--- config.mk ---
export PLATFORM = sky130hd
export DESIGN_NAME = ir_remote_frame_decoder
export DESIGN_NICKNAME = d
export VERILOG_FILES = /design/src/rtl/core/irfd_pkg.sv /design/src/rtl/core/irfd_queue.sv /design/src/rtl/core/irfd_front.sv /design/src/rtl/core/irfd_back.sv /design/src/rtl/core/ir_remote_frame_decoder.sv
export SDC_FILE = /design/constraint.sdc
export NUM_CORES = 1
export LEC_CHECK = 0
export ABC_AREA = 1
export BUFFER_PORTS_ARGS = -buffer_cell sky130_fd_sc_hd__buf_4
export CAP_MARGIN = 30
export CORE_MARGIN = 1.5
export CORE_UTILIZATION = 51
export DETAILED_ROUTE_END_ITERATION = 10
export GPL_ROUTABILITY_DRIVEN = 0
export PLACE_DENSITY = 0.81
export SLEW_MARGIN = 15
export SYNTH_ARGS = -nofsm -noshare
export SYNTH_HDL_FRONTEND = slang
export SYNTH_SLANG_ARGS = --single-unit
--- constraint.sdc ---
create_clock -name clock -period 3.55 [get_ports clock]
set_input_delay 0.71 -clock clock [delete_from_list [all_inputs] [get_ports clock]]
set_output_delay 0.71 -clock clock [all_outputs]
set_load 0.05 [all_outputs]
--- src/rtl/core/irfd_pkg.sv ---
// Shared types and constants of the IR remote frame decoder.
`default_nettype none
package irfd_pkg;

   localparam int INTERVAL_W      = 18;
   localparam int ADDR_W          = 16;
   localparam int CMD_W           = 16;
   localparam int STATUS_W        = 2;
   localparam int FRAME_BITS      = 32;
   localparam int BIT_CNT_W       = 6;
   localparam int EDGES_PER_FRAME = 50;
   localparam int CSR_INDEX_W     = 2;
   localparam int CSR_DATA_W      = 18;
   localparam int CLASS_DEPTH     = 4;
   localparam int RESULT_DEPTH    = 2;

   localparam logic [ADDR_W-1:0]     DEVICE_ADDRESS_RESET = 16'd0;
   localparam logic [INTERVAL_W-1:0] LEADER_THRESH_RESET  = 18'd8000;
   localparam logic [INTERVAL_W-1:0] ONE_THRESH_RESET     = 18'd1700;

   // Register indexes of the configuration port
   localparam logic [CSR_INDEX_W-1:0] CSR_DEVICE_ADDRESS = 2'd0;
   localparam logic [CSR_INDEX_W-1:0] CSR_LEADER_THRESH  = 2'd1;
   localparam logic [CSR_INDEX_W-1:0] CSR_ONE_THRESH     = 2'd2;

   // Frame status codes
   localparam logic [STATUS_W-1:0] STATUS_OK        = 2'd0;
   localparam logic [STATUS_W-1:0] STATUS_NO_LEADER = 2'd1;
   localparam logic [STATUS_W-1:0] STATUS_FEW_BITS  = 2'd2;
   localparam logic [STATUS_W-1:0] STATUS_ADDR_MISS = 2'd3;

   // Classified edge handed from front to back
   typedef struct packed {
      logic above_leader;
      logic above_one;
      logic frame_last;
   } edge_class_type;

   // One decoded frame
   typedef struct packed {
      logic [STATUS_W-1:0] frame_status;
      logic [ADDR_W-1:0]   address_code;
      logic [CMD_W-1:0]    command_code;
   } frame_result_type;

endpackage
`default_nettype wire

--- src/rtl/core/irfd_queue.sv ---
// Small first-in first-out word queue.
`default_nettype none
module irfd_queue #(
   parameter int WIDTH = 8,
   parameter int DEPTH = 4
) (
   input  wire logic             clock,
   input  wire logic             reset,
   input  wire logic             push,
   input  wire logic [WIDTH-1:0] push_data,
   output logic                  full,
   input  wire logic             pop,
   output logic [WIDTH-1:0]      pop_data,
   output logic                  empty
);
   localparam int PTR_W = (DEPTH > 1) ? $clog2(DEPTH) : 1;
   localparam int CNT_W = $clog2(DEPTH + 1);
   localparam logic [CNT_W-1:0] DEPTH_CNT = CNT_W'(DEPTH);
   localparam logic [PTR_W-1:0] LAST_PTR  = PTR_W'(DEPTH - 1);

   logic [WIDTH-1:0] store_ff [DEPTH];
   logic [PTR_W-1:0] wr_ptr_ff, wr_ptr_in;
   logic [PTR_W-1:0] rd_ptr_ff, rd_ptr_in;
   logic [CNT_W-1:0] count_ff, count_in;
   logic             do_push, do_pop;

   assign full     = (count_ff == DEPTH_CNT);
   assign empty    = (count_ff == '0);
   assign do_push  = push && !full;
   assign do_pop   = pop && !empty;
   assign pop_data = store_ff[rd_ptr_ff];

   always_comb begin
      wr_ptr_in = wr_ptr_ff;
      rd_ptr_in = rd_ptr_ff;
      count_in  = count_ff;
      if (do_push) begin
         wr_ptr_in = (wr_ptr_ff == LAST_PTR) ? '0 : wr_ptr_ff + 1'b1;
      end
      if (do_pop) begin
         rd_ptr_in = (rd_ptr_ff == LAST_PTR) ? '0 : rd_ptr_ff + 1'b1;
      end
      if (do_push && !do_pop) begin
         count_in = count_ff + 1'b1;
      end else if (do_pop && !do_push) begin
         count_in = count_ff - 1'b1;
      end
   end

   always_ff @(posedge clock) begin
      if (reset) begin
         wr_ptr_ff <= '0;
         rd_ptr_ff <= '0;
         count_ff  <= '0;
      end else begin
         wr_ptr_ff <= wr_ptr_in;
         rd_ptr_ff <= rd_ptr_in;
         count_ff  <= count_in;
      end
   end

   always_ff @(posedge clock) begin
      if (do_push) begin
         store_ff[wr_ptr_ff] <= push_data;
      end
   end

   assert property (@(posedge clock) disable iff (reset) count_ff <= DEPTH_CNT)
      else $error("queue holds more words than its depth");

   assert property (@(posedge clock) disable iff (reset)
      (do_push && !do_pop) |=> (count_ff == $past(count_ff) + 1'b1))
      else $error("queue count missed a push");

   assert property (@(posedge clock) disable iff (reset)
      (count_ff != '0) || (wr_ptr_ff == rd_ptr_ff))
      else $error("empty queue with unequal pointers");

endmodule
`default_nettype wire

--- src/rtl/core/irfd_front.sv ---
// Front end: takes edge intervals, classifies them against the thresholds, counts frame edges.
`default_nettype none
module irfd_front #(
   parameter int EDGES_PER_FRAME = irfd_pkg::EDGES_PER_FRAME
) (
   input  wire logic                             clock,
   input  wire logic                             reset,
   input  wire logic                             req_push,
   input  wire logic [irfd_pkg::INTERVAL_W-1:0]  req_interval_us,
   output logic                                  req_full,
   input  wire logic [irfd_pkg::INTERVAL_W-1:0]  leader_thresh,
   input  wire logic [irfd_pkg::INTERVAL_W-1:0]  one_thresh,
   output logic                                  class_push,
   output irfd_pkg::edge_class_type              class_word,
   input  wire logic                             class_full
);
   import irfd_pkg::*;

   localparam int EDGE_CNT_W = $clog2(EDGES_PER_FRAME);
   localparam logic [EDGE_CNT_W-1:0] LAST_EDGE = EDGE_CNT_W'(EDGES_PER_FRAME - 1);

   logic [EDGE_CNT_W-1:0] edge_count_ff, edge_count_in;
   logic                  accept;
   logic                  is_last;

   assign req_full   = class_full;
   assign accept     = req_push && !class_full;
   assign class_push = accept;
   assign is_last    = (edge_count_ff == LAST_EDGE);

   assign class_word.above_leader = (req_interval_us > leader_thresh);
   assign class_word.above_one    = (req_interval_us > one_thresh);
   assign class_word.frame_last   = is_last;

   always_comb begin
      edge_count_in = edge_count_ff;
      if (accept) begin
         edge_count_in = is_last ? '0 : edge_count_ff + 1'b1;
      end
   end

   always_ff @(posedge clock) begin
      if (reset) begin
         edge_count_ff <= '0;
      end else begin
         edge_count_ff <= edge_count_in;
      end
   end

endmodule
`default_nettype wire

--- src/rtl/core/irfd_back.sv ---
// Back end: tracks leader and data bits of the frame and builds its result word.
`default_nettype none
module irfd_back (
   input  wire logic                             clock,
   input  wire logic                             reset,
   input  wire logic                             class_valid,
   input  wire irfd_pkg::edge_class_type         class_word,
   output logic                                  class_pop,
   input  wire logic [irfd_pkg::ADDR_W-1:0]      device_address,
   output logic                                  result_push,
   output irfd_pkg::frame_result_type            result_word,
   input  wire logic                             result_full
);
   import irfd_pkg::*;

   localparam logic [BIT_CNT_W-1:0] BITS_DONE = BIT_CNT_W'(FRAME_BITS);

   logic                   leader_seen_ff, leader_seen_in;
   logic [BIT_CNT_W-1:0]   bits_ff, bits_in;
   logic [FRAME_BITS-1:0]  shift_ff, shift_in;
   logic                   take;
   logic                   leader_next;
   logic [BIT_CNT_W-1:0]   bits_next;
   logic [FRAME_BITS-1:0]  shift_next;
   logic [ADDR_W-1:0]      addr_next;

   assign take        = class_valid && !result_full;
   assign class_pop   = take;
   assign result_push = take && class_word.frame_last;

   always_comb begin
      leader_next = leader_seen_ff;
      bits_next   = bits_ff;
      shift_next  = shift_ff;
      if (leader_seen_ff) begin
         if (bits_ff < BITS_DONE) begin
            shift_next = {shift_ff[FRAME_BITS-2:0], class_word.above_one};
            bits_next  = bits_ff + 1'b1;
         end
      end else if (class_word.above_leader) begin
         leader_next = 1'b1;
      end
      addr_next = shift_next[FRAME_BITS-1 -: ADDR_W];
   end

   always_comb begin
      result_word.address_code = '0;
      result_word.command_code = '0;
      if (!leader_next) begin
         result_word.frame_status = STATUS_NO_LEADER;
      end else if (bits_next < BITS_DONE) begin
         result_word.frame_status = STATUS_FEW_BITS;
      end else begin
         result_word.address_code = addr_next;
         result_word.command_code = shift_next[CMD_W-1:0];
         result_word.frame_status = (addr_next == device_address) ? STATUS_OK
                                                                  : STATUS_ADDR_MISS;
      end
   end

   always_comb begin
      leader_seen_in = leader_seen_ff;
      bits_in        = bits_ff;
      shift_in       = shift_ff;
      if (take) begin
         if (class_word.frame_last) begin
            leader_seen_in = 1'b0;
            bits_in        = '0;
            shift_in       = '0;
         end else begin
            leader_seen_in = leader_next;
            bits_in        = bits_next;
            shift_in       = shift_next;
         end
      end
   end

   always_ff @(posedge clock) begin
      if (reset) begin
         leader_seen_ff <= 1'b0;
         bits_ff        <= '0;
         shift_ff       <= '0;
      end else begin
         leader_seen_ff <= leader_seen_in;
         bits_ff        <= bits_in;
         shift_ff       <= shift_in;
      end
   end

   assert property (@(posedge clock) disable iff (reset)
      (bits_ff != '0) |-> leader_seen_ff)
      else $error("data bits counted without a leader");

   assert property (@(posedge clock) disable iff (reset) bits_ff <= BITS_DONE)
      else $error("more data bits than a frame holds");

   assert property (@(posedge clock) disable iff (reset)
      result_push |=> (!leader_seen_ff && bits_ff == '0))
      else $error("frame state not cleared after result");

endmodule
`default_nettype wire

--- src/rtl/core/ir_remote_frame_decoder.sv ---
// Top level of the IR remote frame decoder.
//
// Input: one word per rising IR edge, req_interval_us = microseconds since the
// previous rising edge. A word is taken at a clock edge with req_push high and
// req_full low. Every EDGES_PER_FRAME words form one frame.
// Output: one word per frame, on the frame's last edge: rsp_frame_status
// (ok, no leader, too few bits, address mismatch), rsp_address_code and
// rsp_command_code. The oldest word shows while rsp_empty is low and leaves on
// rsp_pop. Configuration: csr_write_enable writes csr_write_data into register
// csr_index (device address, leader threshold, one threshold); write only when idle.
// Throughput: one edge word per cycle while req_full is low. A frame's last edge
// word is registered in the classified-edge queue; the back end then pushes the
// frame's result word into the result queue, from which it shows on the rsp ports.
// Reset clears frame state and both queues, and loads the register defaults.
// When the receiver stalls, the result queue fills, the back end stops taking
// classified edges, the edge queue fills and req_full rises; nothing is dropped.
`default_nettype none
module ir_remote_frame_decoder #(
   parameter int EDGES_PER_FRAME = irfd_pkg::EDGES_PER_FRAME
) (
   input  wire logic                              clock,
   input  wire logic                              reset,
   input  wire logic                              req_push,
   input  wire logic [irfd_pkg::INTERVAL_W-1:0]   req_interval_us,
   output logic                                   req_full,
   output logic                                   rsp_empty,
   input  wire logic                              rsp_pop,
   output logic [irfd_pkg::STATUS_W-1:0]          rsp_frame_status,
   output logic [irfd_pkg::ADDR_W-1:0]            rsp_address_code,
   output logic [irfd_pkg::CMD_W-1:0]             rsp_command_code,
   input  wire logic                              csr_write_enable,
   input  wire logic [irfd_pkg::CSR_INDEX_W-1:0]  csr_index,
   input  wire logic [irfd_pkg::CSR_DATA_W-1:0]   csr_write_data
);
   import irfd_pkg::*;

   localparam int CLASS_W  = $bits(edge_class_type);
   localparam int RESULT_W = $bits(frame_result_type);

   logic [ADDR_W-1:0]     device_address_ff;
   logic [INTERVAL_W-1:0] leader_thresh_ff;
   logic [INTERVAL_W-1:0] one_thresh_ff;

   edge_class_type        front_word;
   edge_class_type        back_word;
   logic [CLASS_W-1:0]    back_bits;
   logic                  front_push;
   logic                  class_full;
   logic                  class_empty;
   logic                  class_pop;

   frame_result_type      result_in_word;
   frame_result_type      result_out_word;
   logic [RESULT_W-1:0]   result_out_bits;
   logic                  result_push;
   logic                  result_full;

   // Configuration registers; writes beyond the list are dropped
   always_ff @(posedge clock) begin
      if (reset) begin
         device_address_ff <= DEVICE_ADDRESS_RESET;
         leader_thresh_ff  <= LEADER_THRESH_RESET;
         one_thresh_ff     <= ONE_THRESH_RESET;
      end else if (csr_write_enable) begin
         case (csr_index)
            CSR_DEVICE_ADDRESS: device_address_ff <= csr_write_data[ADDR_W-1:0];
            CSR_LEADER_THRESH:  leader_thresh_ff  <= csr_write_data[INTERVAL_W-1:0];
            CSR_ONE_THRESH:     one_thresh_ff     <= csr_write_data[INTERVAL_W-1:0];
            default: begin
            end
         endcase
      end
   end

   // Classify each edge as it arrives
   irfd_front #(
      .EDGES_PER_FRAME(EDGES_PER_FRAME)
   ) u_front (
      .clock           (clock),
      .reset           (reset),
      .req_push        (req_push),
      .req_interval_us (req_interval_us),
      .req_full        (req_full),
      .leader_thresh   (leader_thresh_ff),
      .one_thresh      (one_thresh_ff),
      .class_push      (front_push),
      .class_word      (front_word),
      .class_full      (class_full)
   );

   // Decouple front and back
   irfd_queue #(
      .WIDTH(CLASS_W),
      .DEPTH(CLASS_DEPTH)
   ) u_class_queue (
      .clock     (clock),
      .reset     (reset),
      .push      (front_push),
      .push_data (front_word),
      .full      (class_full),
      .pop       (class_pop),
      .pop_data  (back_bits),
      .empty     (class_empty)
   );

   assign back_word = back_bits;

   // Assemble frames and decide status
   irfd_back u_back (
      .clock          (clock),
      .reset          (reset),
      .class_valid    (!class_empty),
      .class_word     (back_word),
      .class_pop      (class_pop),
      .device_address (device_address_ff),
      .result_push    (result_push),
      .result_word    (result_in_word),
      .result_full    (result_full)
   );

   // Hold finished frames for the receiver
   irfd_queue #(
      .WIDTH(RESULT_W),
      .DEPTH(RESULT_DEPTH)
   ) u_result_queue (
      .clock     (clock),
      .reset     (reset),
      .push      (result_push),
      .push_data (result_in_word),
      .full      (result_full),
      .pop       (rsp_pop),
      .pop_data  (result_out_bits),
      .empty     (rsp_empty)
   );

   assign result_out_word  = result_out_bits;
   assign rsp_frame_status = result_out_word.frame_status;
   assign rsp_address_code = result_out_word.address_code;
   assign rsp_command_code = result_out_word.command_code;

endmodule
`default_nettype wire

==> flow_summary.toml, run 1 <==
[die]
core-area_sq_mm = 0.0174
die_height_um = 136
die_w_um = 136
rows = 48
die_area_sq_mm = 0.0186
io_pins = 79
start_util_pct = 52.2

[logic_synthesis]
netlist_area_sq_mm = 0.00906
synth.ff_latch_count = 191
synth.yosys.seq_area_share_pct = 51.0
netlist_instances = 1031
synth_warnings = 0
synth_edf_count = 80
synth_ff_type = "dfxtp_1"
ys_types = 42
syn_avg_cell_area_sq_um = 8.79
synth_async_sr_flop_share_pct = 0
syn_nets = 1121

[timing]
setup_viol = 0
rsz0062_at_grt = "false"
worst_slew_pin_slew_ns = 0.932
finalHoldViolations = 0
fmax_ghz = 0.402
tns_ns = 0
finalClockSkew_ns = 0.00888
setup_ws_ns = 1.06
slew_headroom_pct = 37.7
fin_crit_sh_pct = 70.0
drv_slew = 0
min_period_ns = 2.49

[clock_network]
cts_hold_buf = 0
cts_tree = "built"
cts-buffers-inserted = 17
htree_levels = 4
clock_latency_ns = 0.43
clk_pin_slew_worst_paths_ns = 0.07
ctsLongestPathBuffers = 2
cts-resized-gates = 0
cts-root-buf = "clkbuf_16"
cts.sinks = 191
cts_setup_buffers = 0

[critical_path]
slowest_delay_ns = 0.41
crit_arrival_ns = 1.78
reg2reg_depth = 11
path_cells = "buf_4 -> mux2_2 -> buf_4"
critPathSlowestCell = "mux2_2"
criticalPathCategory = "reg -> out"
startpoint_type = "flop"
endpoint_kind = "output pin"
critPathMostFrequentCell = "buf_4"
path_max_fanout = 34
critPathRequiredTime_ns = 2.84

[detailed_routing]
routed_wl_um = 18600
drtIter0Drc = 574
wire_per_inst_um = 14.0
route.detailed.drc = 0
vias_per_cell = 5.30
drt-pass1-iter-count = 7
ant_nets = 0
num_vias = 7060

[run_status]
outcome = "complete, no violations"

[final_layout]
multi_input_area_sq_mm = 0.00380
nFillCells = 1477
area_growth_pct = 14.3
antenna_cells = 0
finalNetCount = 1184
drive_above_1_share_pct = 14.7
regArea_sq_mm = 0.00462
final_common_cell = "nand2_1"
instances_no_fill = 1332
mostFrequentLayoutCells = "nand2_1, inv_1, dfxtp_1"
post-route-util_pct = 59.7

[pwr]
leakagePower_nw = 4.22
power_mw = 7.46
vdd_drop_max_v = 0.000459
power_density_mw_per_mm2 = 720

[global_route]
grt.total_usage_pct = 21.0
grt_pass1_vias = 6424
antenna_found_initial = 0
grt_pass1_wl_um = 30800
grt_max_degree = 56
grt_overflow = 0

[worst_hold_path]
min-delay-path-class = "reg -> reg"
worstHoldPathCells = 2

[place]
dp.final_hpwl_um = 12600
place_ws_ns = 1.13
dp_cells = 1300
port_buffers = 78

[flow_run]
cap_viol_max_count = 0
sequential cells by signal, indices dropped and copies added, names as in the netlist, 2 cells and up, named ones only:
signal	count
u_class_queue.wr_ptr_ff	2
one_thresh_ff	18
device_address_ff	16
u_front.edge_count_ff	6
leader_thresh_ff	18
u_back.shift_ff	32
u_result_queue.count_ff	2
u_class_queue.rd_ptr_ff	2
u_class_queue.store_ff	12
u_back.bits_ff	6
u_class_queue.count_ff	3
u_result_queue.store_ff	68
routing by layer:
| layer | wire length [um] | part of all wire (%) | vias up | GRT usage, % |
|---|---|---|---|---|
| met2 | 8620 | 46 | 180 | 33.8 |
| li1 | - | - | 3576 | - |
| met5 | 0 | 0 | - | 0 |
| met4 | 241 | 1.3 | 0 | 6.97 |
| met1 | 8820 | 47 | 3281 | 29.0 |
| met3 | 925 | 5.0 | 23 | 3.43 |
critical path, delay by kind of cell (launching register included):
kind                   cells  cell delay, ns
buffers and inverters      2            0.59
DFF                        1            0.32
muxes                      1            0.41
path summary, 6_finish.rpt:
kind,from,end,slack (ns)
worst max register to register,u_class_queue.count_ff[1]$_SDFFE_PP0P_,u_class_queue.count_ff[2]$_SDFFE_PP0P_,1.24
worst max-delay path,flop,rsp_address_code[13],1.06
worst min register to register,one_thresh_ff[11]$_SDFFE_PP0P_,one_thresh_ff[11]$_SDFFE_PP0P_,0.46
worst min-delay path,one_thresh_ff[11]$_SDFFE_PP0P_,one_thresh_ff[11]$_SDFFE_PP0P_,0.46
per-stage QoR:
step	instance area (sq um)	hold WS [ns]
after global placement	9800	0.448
after CTS	10400	0.461
final	10400	0.461
after global routing	10400	0.489
after floorplan	9060	0.433
after detailed placement	9800	0.451
synth_stat cells, types with 3 or more instances:
cell | number | area (sq um)
buf_4 | 4 | 30.0
nor3_1 | 6 | 30.0
buf_2 | 14 | 70.1
buf_6 | 3 | 33.8
ha_1 | 46 | 576
o21ai_0 | 69 | 345
nand2_1 | 194 | 728
mux2_2 | 34 | 383
a21oi_1 | 104 | 521
and2_1 | 14 | 87.6
dfxtp_1 | 111 | 2220
nand4_1 | 5 | 31.3
nand3b_1 | 13 | 97.6
o211ai_1 | 13 | 97.6
edfxtp_1 | 80 | 2400
nand3_1 | 58 | 290
clkbuf_1 | 22 | 82.6
nor2_1 | 100 | 375
inv_1 | 113 | 424
area by class of cell:
type / instances / share of cell area (%)
multi-input combinational: 681 / 36.7
timing repair buffer: 88 / 6.38
tap: 225 / 2.72
inverter: 115 / 4.19
clock inverter: 10 / 0.677
clock buffer: 22 / 4.70
sequential: 191 / 44.7
power breakdown:
group	total (mW)	internal (mW)	switching, mW
registers	2.85	2.71	0.138
clock network	1.81	0.986	0.820
logic	2.80	0.839	1.96
total	7.46	4.54	2.92
cell families (layout without fill, tap and decap cells):
group,Yosys count,count (layout),share of synthesized area (%)
flops,191,191,51.0
compound gates,198,198,11.7
simple gates,399,399,19.0
mux,34,34,4.23
buf+inv,159,235,7.22
fa+ha+maj,47,47,6.57
xor+xnor,3,3,0.290
Power figures use the tool's default switching activity.
==> inputs of run 2 (changes only) <==
- ABC_AREA: 1 -> 0
- PLACE_DENSITY: 0.81 -> 0.84
- clock period: 3.55 -> 2.1 ns (I/O delays scaled with it)
==> flow_summary.toml, run 2 <==
[run_status]
outcome = "complete, no violations"

[final_layout]
instances_no_fill = 1210
nFillCells = 1282
largest_register = "u_result_queue.store_ff"
mostFrequentLayoutCells = "nand2_1, buf_4, dfxtp_1"
antenna_cells = 0
final_common_cell = "nand2_1"
finalNetCount = 1067
largest_reg_flops = 68
area_growth_pct = 21.7
top_regs = "u_result_queue.store_ff (68), u_back.shift_ff (32)"
fin_area_sq_mm = 0.0108
drive_above_1_share_pct = 23.0

[place]
dp_cells = 1172
dp.final_hpwl_um = 13000
port_buffers = 78
place_area_sq_mm = 0.00991

[critical_path]
critPathTopFamily = "simple AND/OR/NAND/NOR gates"
startpoint_type = "flop"
reg2reg_depth = 5
reg2reg_slack_ns = 0.02
path_max_fanout = 6
slowest_delay_ns = 0.55
endpoint_kind = "flop"
criticalPathCategory = "reg -> reg"
rr_endpoint = "u_result_queue.store_ff[0][32]$_DFFE_PP_"
path_cells = "xnor2_1 -> nand3_1 -> or4_4 -> a211oi_4 -> a41oi_2"
critPathBufInv = 0
crit_arrival_ns = 2.24
critPathRequiredTime_ns = 2.26
critPathSlowestCell = "or4_4"
r2r_start = "u_back.shift_ff[17]$_SDFFE_PP0N_"

[logic_synthesis]
synth_async_sr_flop_share_pct = 0
netlist_area_sq_mm = 0.00884
synth.yosys.seq_area_share_pct = 52.3
synth_commonest_cells = "nand2_1, dfxtp_1, a21oi_1"
synth.top_cell.area_share_pct = 27.2
synth.ff_latch_count = 191
netlist_instances = 891
syn_nets = 981
synth_top_area_cell = "edfxtp_1"
synth_ff_type = "dfxtp_1"
synthTopCellsByArea = "edfxtp_1, dfxtp_1, ha_1, nand2_1, a21oi_1"
synth_warnings = 0
synth_edf_count = 80
yosysMostFrequentCell = "nand2_1"
syn_avg_cell_area_sq_um = 9.93
ys_types = 57

[worst_hold_path]
min-delay-path-class = "in -> reg"
hp-start = "csr_write_data[11]"
worstHoldPathCells = 2
hold_end = "leader_thresh_ff[11]$_SDFFE_PP1P_"

[die]
io_pins = 79
core-area_sq_mm = 0.0168
rows = 47
die_height_um = 135
die_w_um = 135
die_area_sq_mm = 0.0181
start_util_pct = 52.8

[pwr]
switching_power_mw = 4.59
seqPwrFrac_pct = 36.8
internal_power_mw = 7.74
combPwrFrac_pct = 35.5
leakagePower_nw = 4.10
power_density_mw_per_mm2 = 1140
clkPwrFrac_pct = 27.8
netSwitchingFraction_pct = 37.2
vdd_drop_max_v = 0.000870

[detailed_routing]
dr_wl_met2_um = 10000
top_layer = "met4"
vias_per_cell = 5.77
m1WireLength_um = 8460
drtIter0Drc = 616
num_vias = 6985
routed-wl-met3_um = 1450
ant_nets = 0
routed_wl_um = 20500
route.detailed.drc = 0
wire_per_inst_um = 16.9
drt-pass1-iter-count = 5

[global_route]
antenna_found_initial = 0
grt_max_degree = 55
grt.total_usage_pct = 22.5
grt_pass1_wl_um = 32100
grt_overflow = 0
grt_pass1_vias = 6697

[timing]
finalClockSkew_ns = 0.0137
setup_viol = 0
worst_slew_pin_slew_ns = 0.716
fmax_ghz = 0.481
min_period_ns = 2.08
holdWs_ns = 0.208
fin_crit_sh_pct = 98.9
drv_slew = 0
slew_headroom_pct = 52.3
finalHoldViolations = 0

[clock_network]
ctsLongestPathBuffers = 2
cts_hold_buf = 0
cts-root-buf = "clkbuf_16"
clk_pin_slew_worst_paths_ns = 0.08
htree_levels = 4
clock_latency_ns = 0.44
cts-buffers-inserted = 17
cts_tree = "built"
cts.sinks = 191

[flow_run]
cap_viol_max_count = 0
## run 2: cell types whose count changed in the layout (fill, tap and decap cells not counted), moves of 10 or more
| cell | change |
|---|---|
| nand2_1 | -47 |
| a22oi_1 | +34 |
| a21oi_1 | -19 |
| inv_1 | -63 |
| a21o_1 | +15 |
| buf_4 | +21 |
| xor2_1 | +16 |
| o211ai_1 | -13 |
| nor2_1 | -22 |
| nand3b_1 | -10 |
| o21ai_0 | -58 |
| nand3_1 | -54 |
| a211o_1 | +11 |
## run 2: worst reg2reg max path: cells and delay by family (launching register included)
kind                      cells  cell delay, ns
AOI/OAI and AO/OA             2            0.46
DFF                           1            0.54
xor gates and xnor gates      1            0.17
and+or+nand+nor               2            0.64
## run 2: logic make-up after synthesis
family	after synthesis	synth area share [%]
mux	44	5.88
flops	191	52.3
xor+xnor	24	2.38
buf+inv	108	4.72
compound gates	191	13.9
simple gates	286	14.1
fa+ha+maj	47	6.73
## run 2: power by group through the flow
stage	sequential [mW]	combinational, mW	clock [mW]
floorplan	4.59	2.87	0
global placement	4.58	4.06	0
detailed placement	4.60	4.18	0
CTS	4.52	4.22	3.45
global route	4.58	4.65	3.59
finish	4.53	4.37	3.42
## run 2: how the worst max path moves through the flow
stage	end	cells past startpoint	from
global route	u_result_queue.store_ff[0][33]$_DFFE_PP_	5	u_back.bits_ff[5]$_SDFFE_PP0N_
detailed placement	u_result_queue.store_ff[1][32]$_DFFE_PP_	5	u_back.bits_ff[5]$_SDFFE_PP0N_
floorplan	u_class_queue.count_ff[2]$_SDFFE_PP0P_	8	u_class_queue.count_ff[0]$_SDFFE_PP0P_
global placement	u_result_queue.store_ff[0][25]$_DFFE_PP_	3	flop
finish	u_result_queue.store_ff[0][32]$_DFFE_PP_	5	u_back.shift_ff[17]$_SDFFE_PP0N_
CTS	u_result_queue.store_ff[0][32]$_DFFE_PP_	6	u_back.bits_ff[5]$_SDFFE_PP0N_
## run 2: per-layer routing
layer	track usage, %	up-vias
li1	-	3292
met1	28.9	3333
met2	37.7	306
met3	4.02	54
met4	8.96	0
met5	0	-
## run 2: through the flow
step / setup slack [ns] / power [mW] / util, % / TNS (ns)
finish: 0.0225 / 12.3 / 64.2 / 0
global route: -0.0373 / 12.8 / 64.2 / -0.183
CTS: 0.00461 / 12.2 / 63.0 / 0
detailed placement: 0.0436 / 8.78 / 59.1 / 0
global placement: 0.0578 / 8.65 / 59.0 / 0
floorplan: -0.0334 / 7.46 / - / -0.0349
## run 2: timing repair
item,CTS,global route
gates resized for setup,0,25
setup buffers,0,2
setup endpoints to repair,0,73
## run 2: area by class of cell
cell class	instances	area (sq um)	share of cell area [%]
multi-input cells	592	3940	36.6
inverters	53	199	1.85
flip-flops and latches	191	4630	43.0
well taps	220	275	2.56
repair buffers	122	1080	9.99
clock inverters	15	220	2.05
clock buffers	17	425	3.95
==> inputs of run 3 (changes only) <==
- ABC_AREA: 0 -> 1
- TNS_END_PERCENT: default -> 50
==> flow_summary.toml, run 3 (synthesis gave the netlist of run 1 again) <==
[detailed_routing]
routed_wl_um = 19100
route.detailed.drc = 0
num_vias = 7139
vias_per_cell = 5.31
drtIter0Drc = 642
drt-pass1-iter-count = 5
ant_nets = 0
wire_per_inst_um = 14.2

[timing]
setup_viol = 0
fin_crit_sh_pct = 97.1
finalHoldViolations = 0
rsz0062_at_grt = "false"
drv_slew = 0
slew_headroom_pct = 56.1
finalClockSkew_ns = 0.00941
worst_slew_pin_slew_ns = 0.657
fmax_ghz = 0.490
min_period_ns = 2.04

[final_layout]
post-route-util_pct = 60.8
instances_no_fill = 1345
finalNetCount = 1197
top_regs = "u_result_queue.store_ff (68), u_back.shift_ff (32)"
final_common_cell = "nand2_1"
area_growth_pct = 16.5
largest_reg_flops = 68
largest_register = "u_result_queue.store_ff"
drive_above_1_share_pct = 16.1
mostFrequentLayoutCells = "nand2_1, inv_1, dfxtp_1"
antenna_cells = 0

[flow_run]
cap_viol_max_count = 0

[critical_path]
endpoint_kind = "output pin"
rr_endpoint = "u_class_queue.count_ff[2]$_SDFFE_PP0P_"
critPathTopFamily = "flip-flops"
slowest_delay_ns = 0.41
r2r_start = "u_class_queue.count_ff[0]$_SDFFE_PP0P_"
reg2reg_slack_ns = 0.15
critPathBufInv = 2
critPathRequiredTime_ns = 1.68
critPathSlowestCell = "dfxtp_2"
reg2reg_depth = 11
path_cells = "buf_12 -> mux2_2 -> buf_4"
criticalPathCategory = "reg -> out"
path_max_fanout = 17
crit_arrival_ns = 1.62
startpoint_type = "flop"

[global_route]
grt_overflow = 0
met3_usage_pct = 4.55
grt_max_degree = 53
grt.total_usage_pct = 21.0
grt_pass1_vias = 6607
grt-busiest-layer = "met2"
antenna_found_initial = 0
grt_pass1_wl_um = 30800
use_met1_pct = 28.0
gr-usage-met2_pct = 33.3

[clock_network]
cts.sinks = 191
clk_pin_slew_worst_paths_ns = 0.07
clock_latency_ns = 0.43
cts_tree = "built"
cts-root-buf = "clkbuf_16"
cts-buffers-inserted = 17
cts_hold_buf = 0
ctsLongestPathBuffers = 2
htree_levels = 4

[die]
die_w_um = 136
die_area_sq_mm = 0.0186
core-area_sq_mm = 0.0174
rows = 48
io_pins = 79
die_height_um = 136
start_util_pct = 52.2

[pwr]
power_mw = 12.8
leakagePower_nw = 4.29
vdd_drop_max_v = 0.000849
power_density_mw_per_mm2 = 1220

[place]
dp_cells = 1309
port_buffers = 78
dp.final_hpwl_um = 13000

[worst_hold_path]
hp-start = "csr_write_data[5]"
min-delay-path-class = "in -> reg"
worstHoldPathCells = 3
hold_end = "one_thresh_ff[5]$_SDFFE_PP1P_"

[run_status]
outcome = "complete, no violations"
-- run 3: cell count changes in the layout (fill, tap and decap cells not counted), sizes merged, moves of 11 or more --
cell    previous run  this run
o211ai             0        13
buf              119        98
o21ai             12        70
a211o             11         0
inv               62       119
nor2              77       103
a22oi             34         0
nand3              4        58
nor2b             11         0
nand2            147       197
a21oi             94       105
xor2              18         2
a21o              15         0
-- run 3: worst max path at each step --
stage	slack [ns]	cells after the start	to	start
3_3_place_gp	0.13	11	u_result_queue.store_ff[0][33]$_DFFE_PP_	u_back.leader_seen_ff$_SDFFE_PP0N_
5_1_grt	0.009	11	u_class_queue.count_ff[2]$_SDFFE_PP0P_	u_class_queue.count_ff[0]$_SDFFE_PP0P_
3_5_place_dp	0.04	11	u_result_queue.store_ff[0][33]$_DFFE_PP_	u_back.leader_seen_ff$_SDFFE_PP0N_
2_1_floorplan	-0.16	6	u_result_queue.store_ff[1][0]$_DFFE_PP_	flop
6_report	0.06	3	rsp_frame_status[0]	flop
4_1_cts	0.003	3	rsp_frame_status[0]	flop
-- run 3: repair_timing --
item | in CTS | in global routing
resized for setup | 0 | 10
setup endpoints to repair | 0 | 14
buffers inserted | 0 | 1
-- run 3: power breakdown --
part           total [mW]  switching [mW]  leakage, nW  internal [mW]
sequential           4.86           0.265         1.65           4.59
combinational        4.98            3.37         2.37           1.62
clock                3.01            1.37        0.263           1.64
total                12.8            5.00         4.29           7.85
-- run 3: cell type report --
| class | count | area (sq um) |
|---|---|---|
| repair buffers | 99 | 836 |
| flip-flops and latches | 191 | 4630 |
| inverters | 115 | 434 |
| clock inverters | 12 | 108 |
| well taps | 225 | 282 |
| multi-input cells | 683 | 3830 |
| clock buffers | 20 | 437 |
| fillers | 1411 | 6800 |
-- run 3: per-layer routing --
layer  wire [um]  up-vias
met2        8800      244
li1            -     3601
met3        1230       29
met5           0        -
met4         333        0
met1        8690     3265
-- run 3: stage by stage --
stage	setup TNS [ns]	area [sq um]	hold WS, ns	setup WS, ns
after floorplan	-10.18	9060	0.433	-0.158
after global placement	0	9930	0.442	0.134
after detailed placement	0	9930	0.450	0.0436
after CTS	0	10500	0.217	0.00262
after global routing	0	10600	0.220	0.00869
final	0	10600	0.225	0.0612
-- run 3: worst register-to-register path, delay by kind of cell, from the launching register on --
family | cells | cell delay (ns)
buffers and inverters | 3 | 0.24
and+or+nand+nor | 2 | 0.16
AOI/OAI and AO/OA | 4 | 0.51
DFF | 1 | 0.40
adders and majority gates | 2 | 0.53
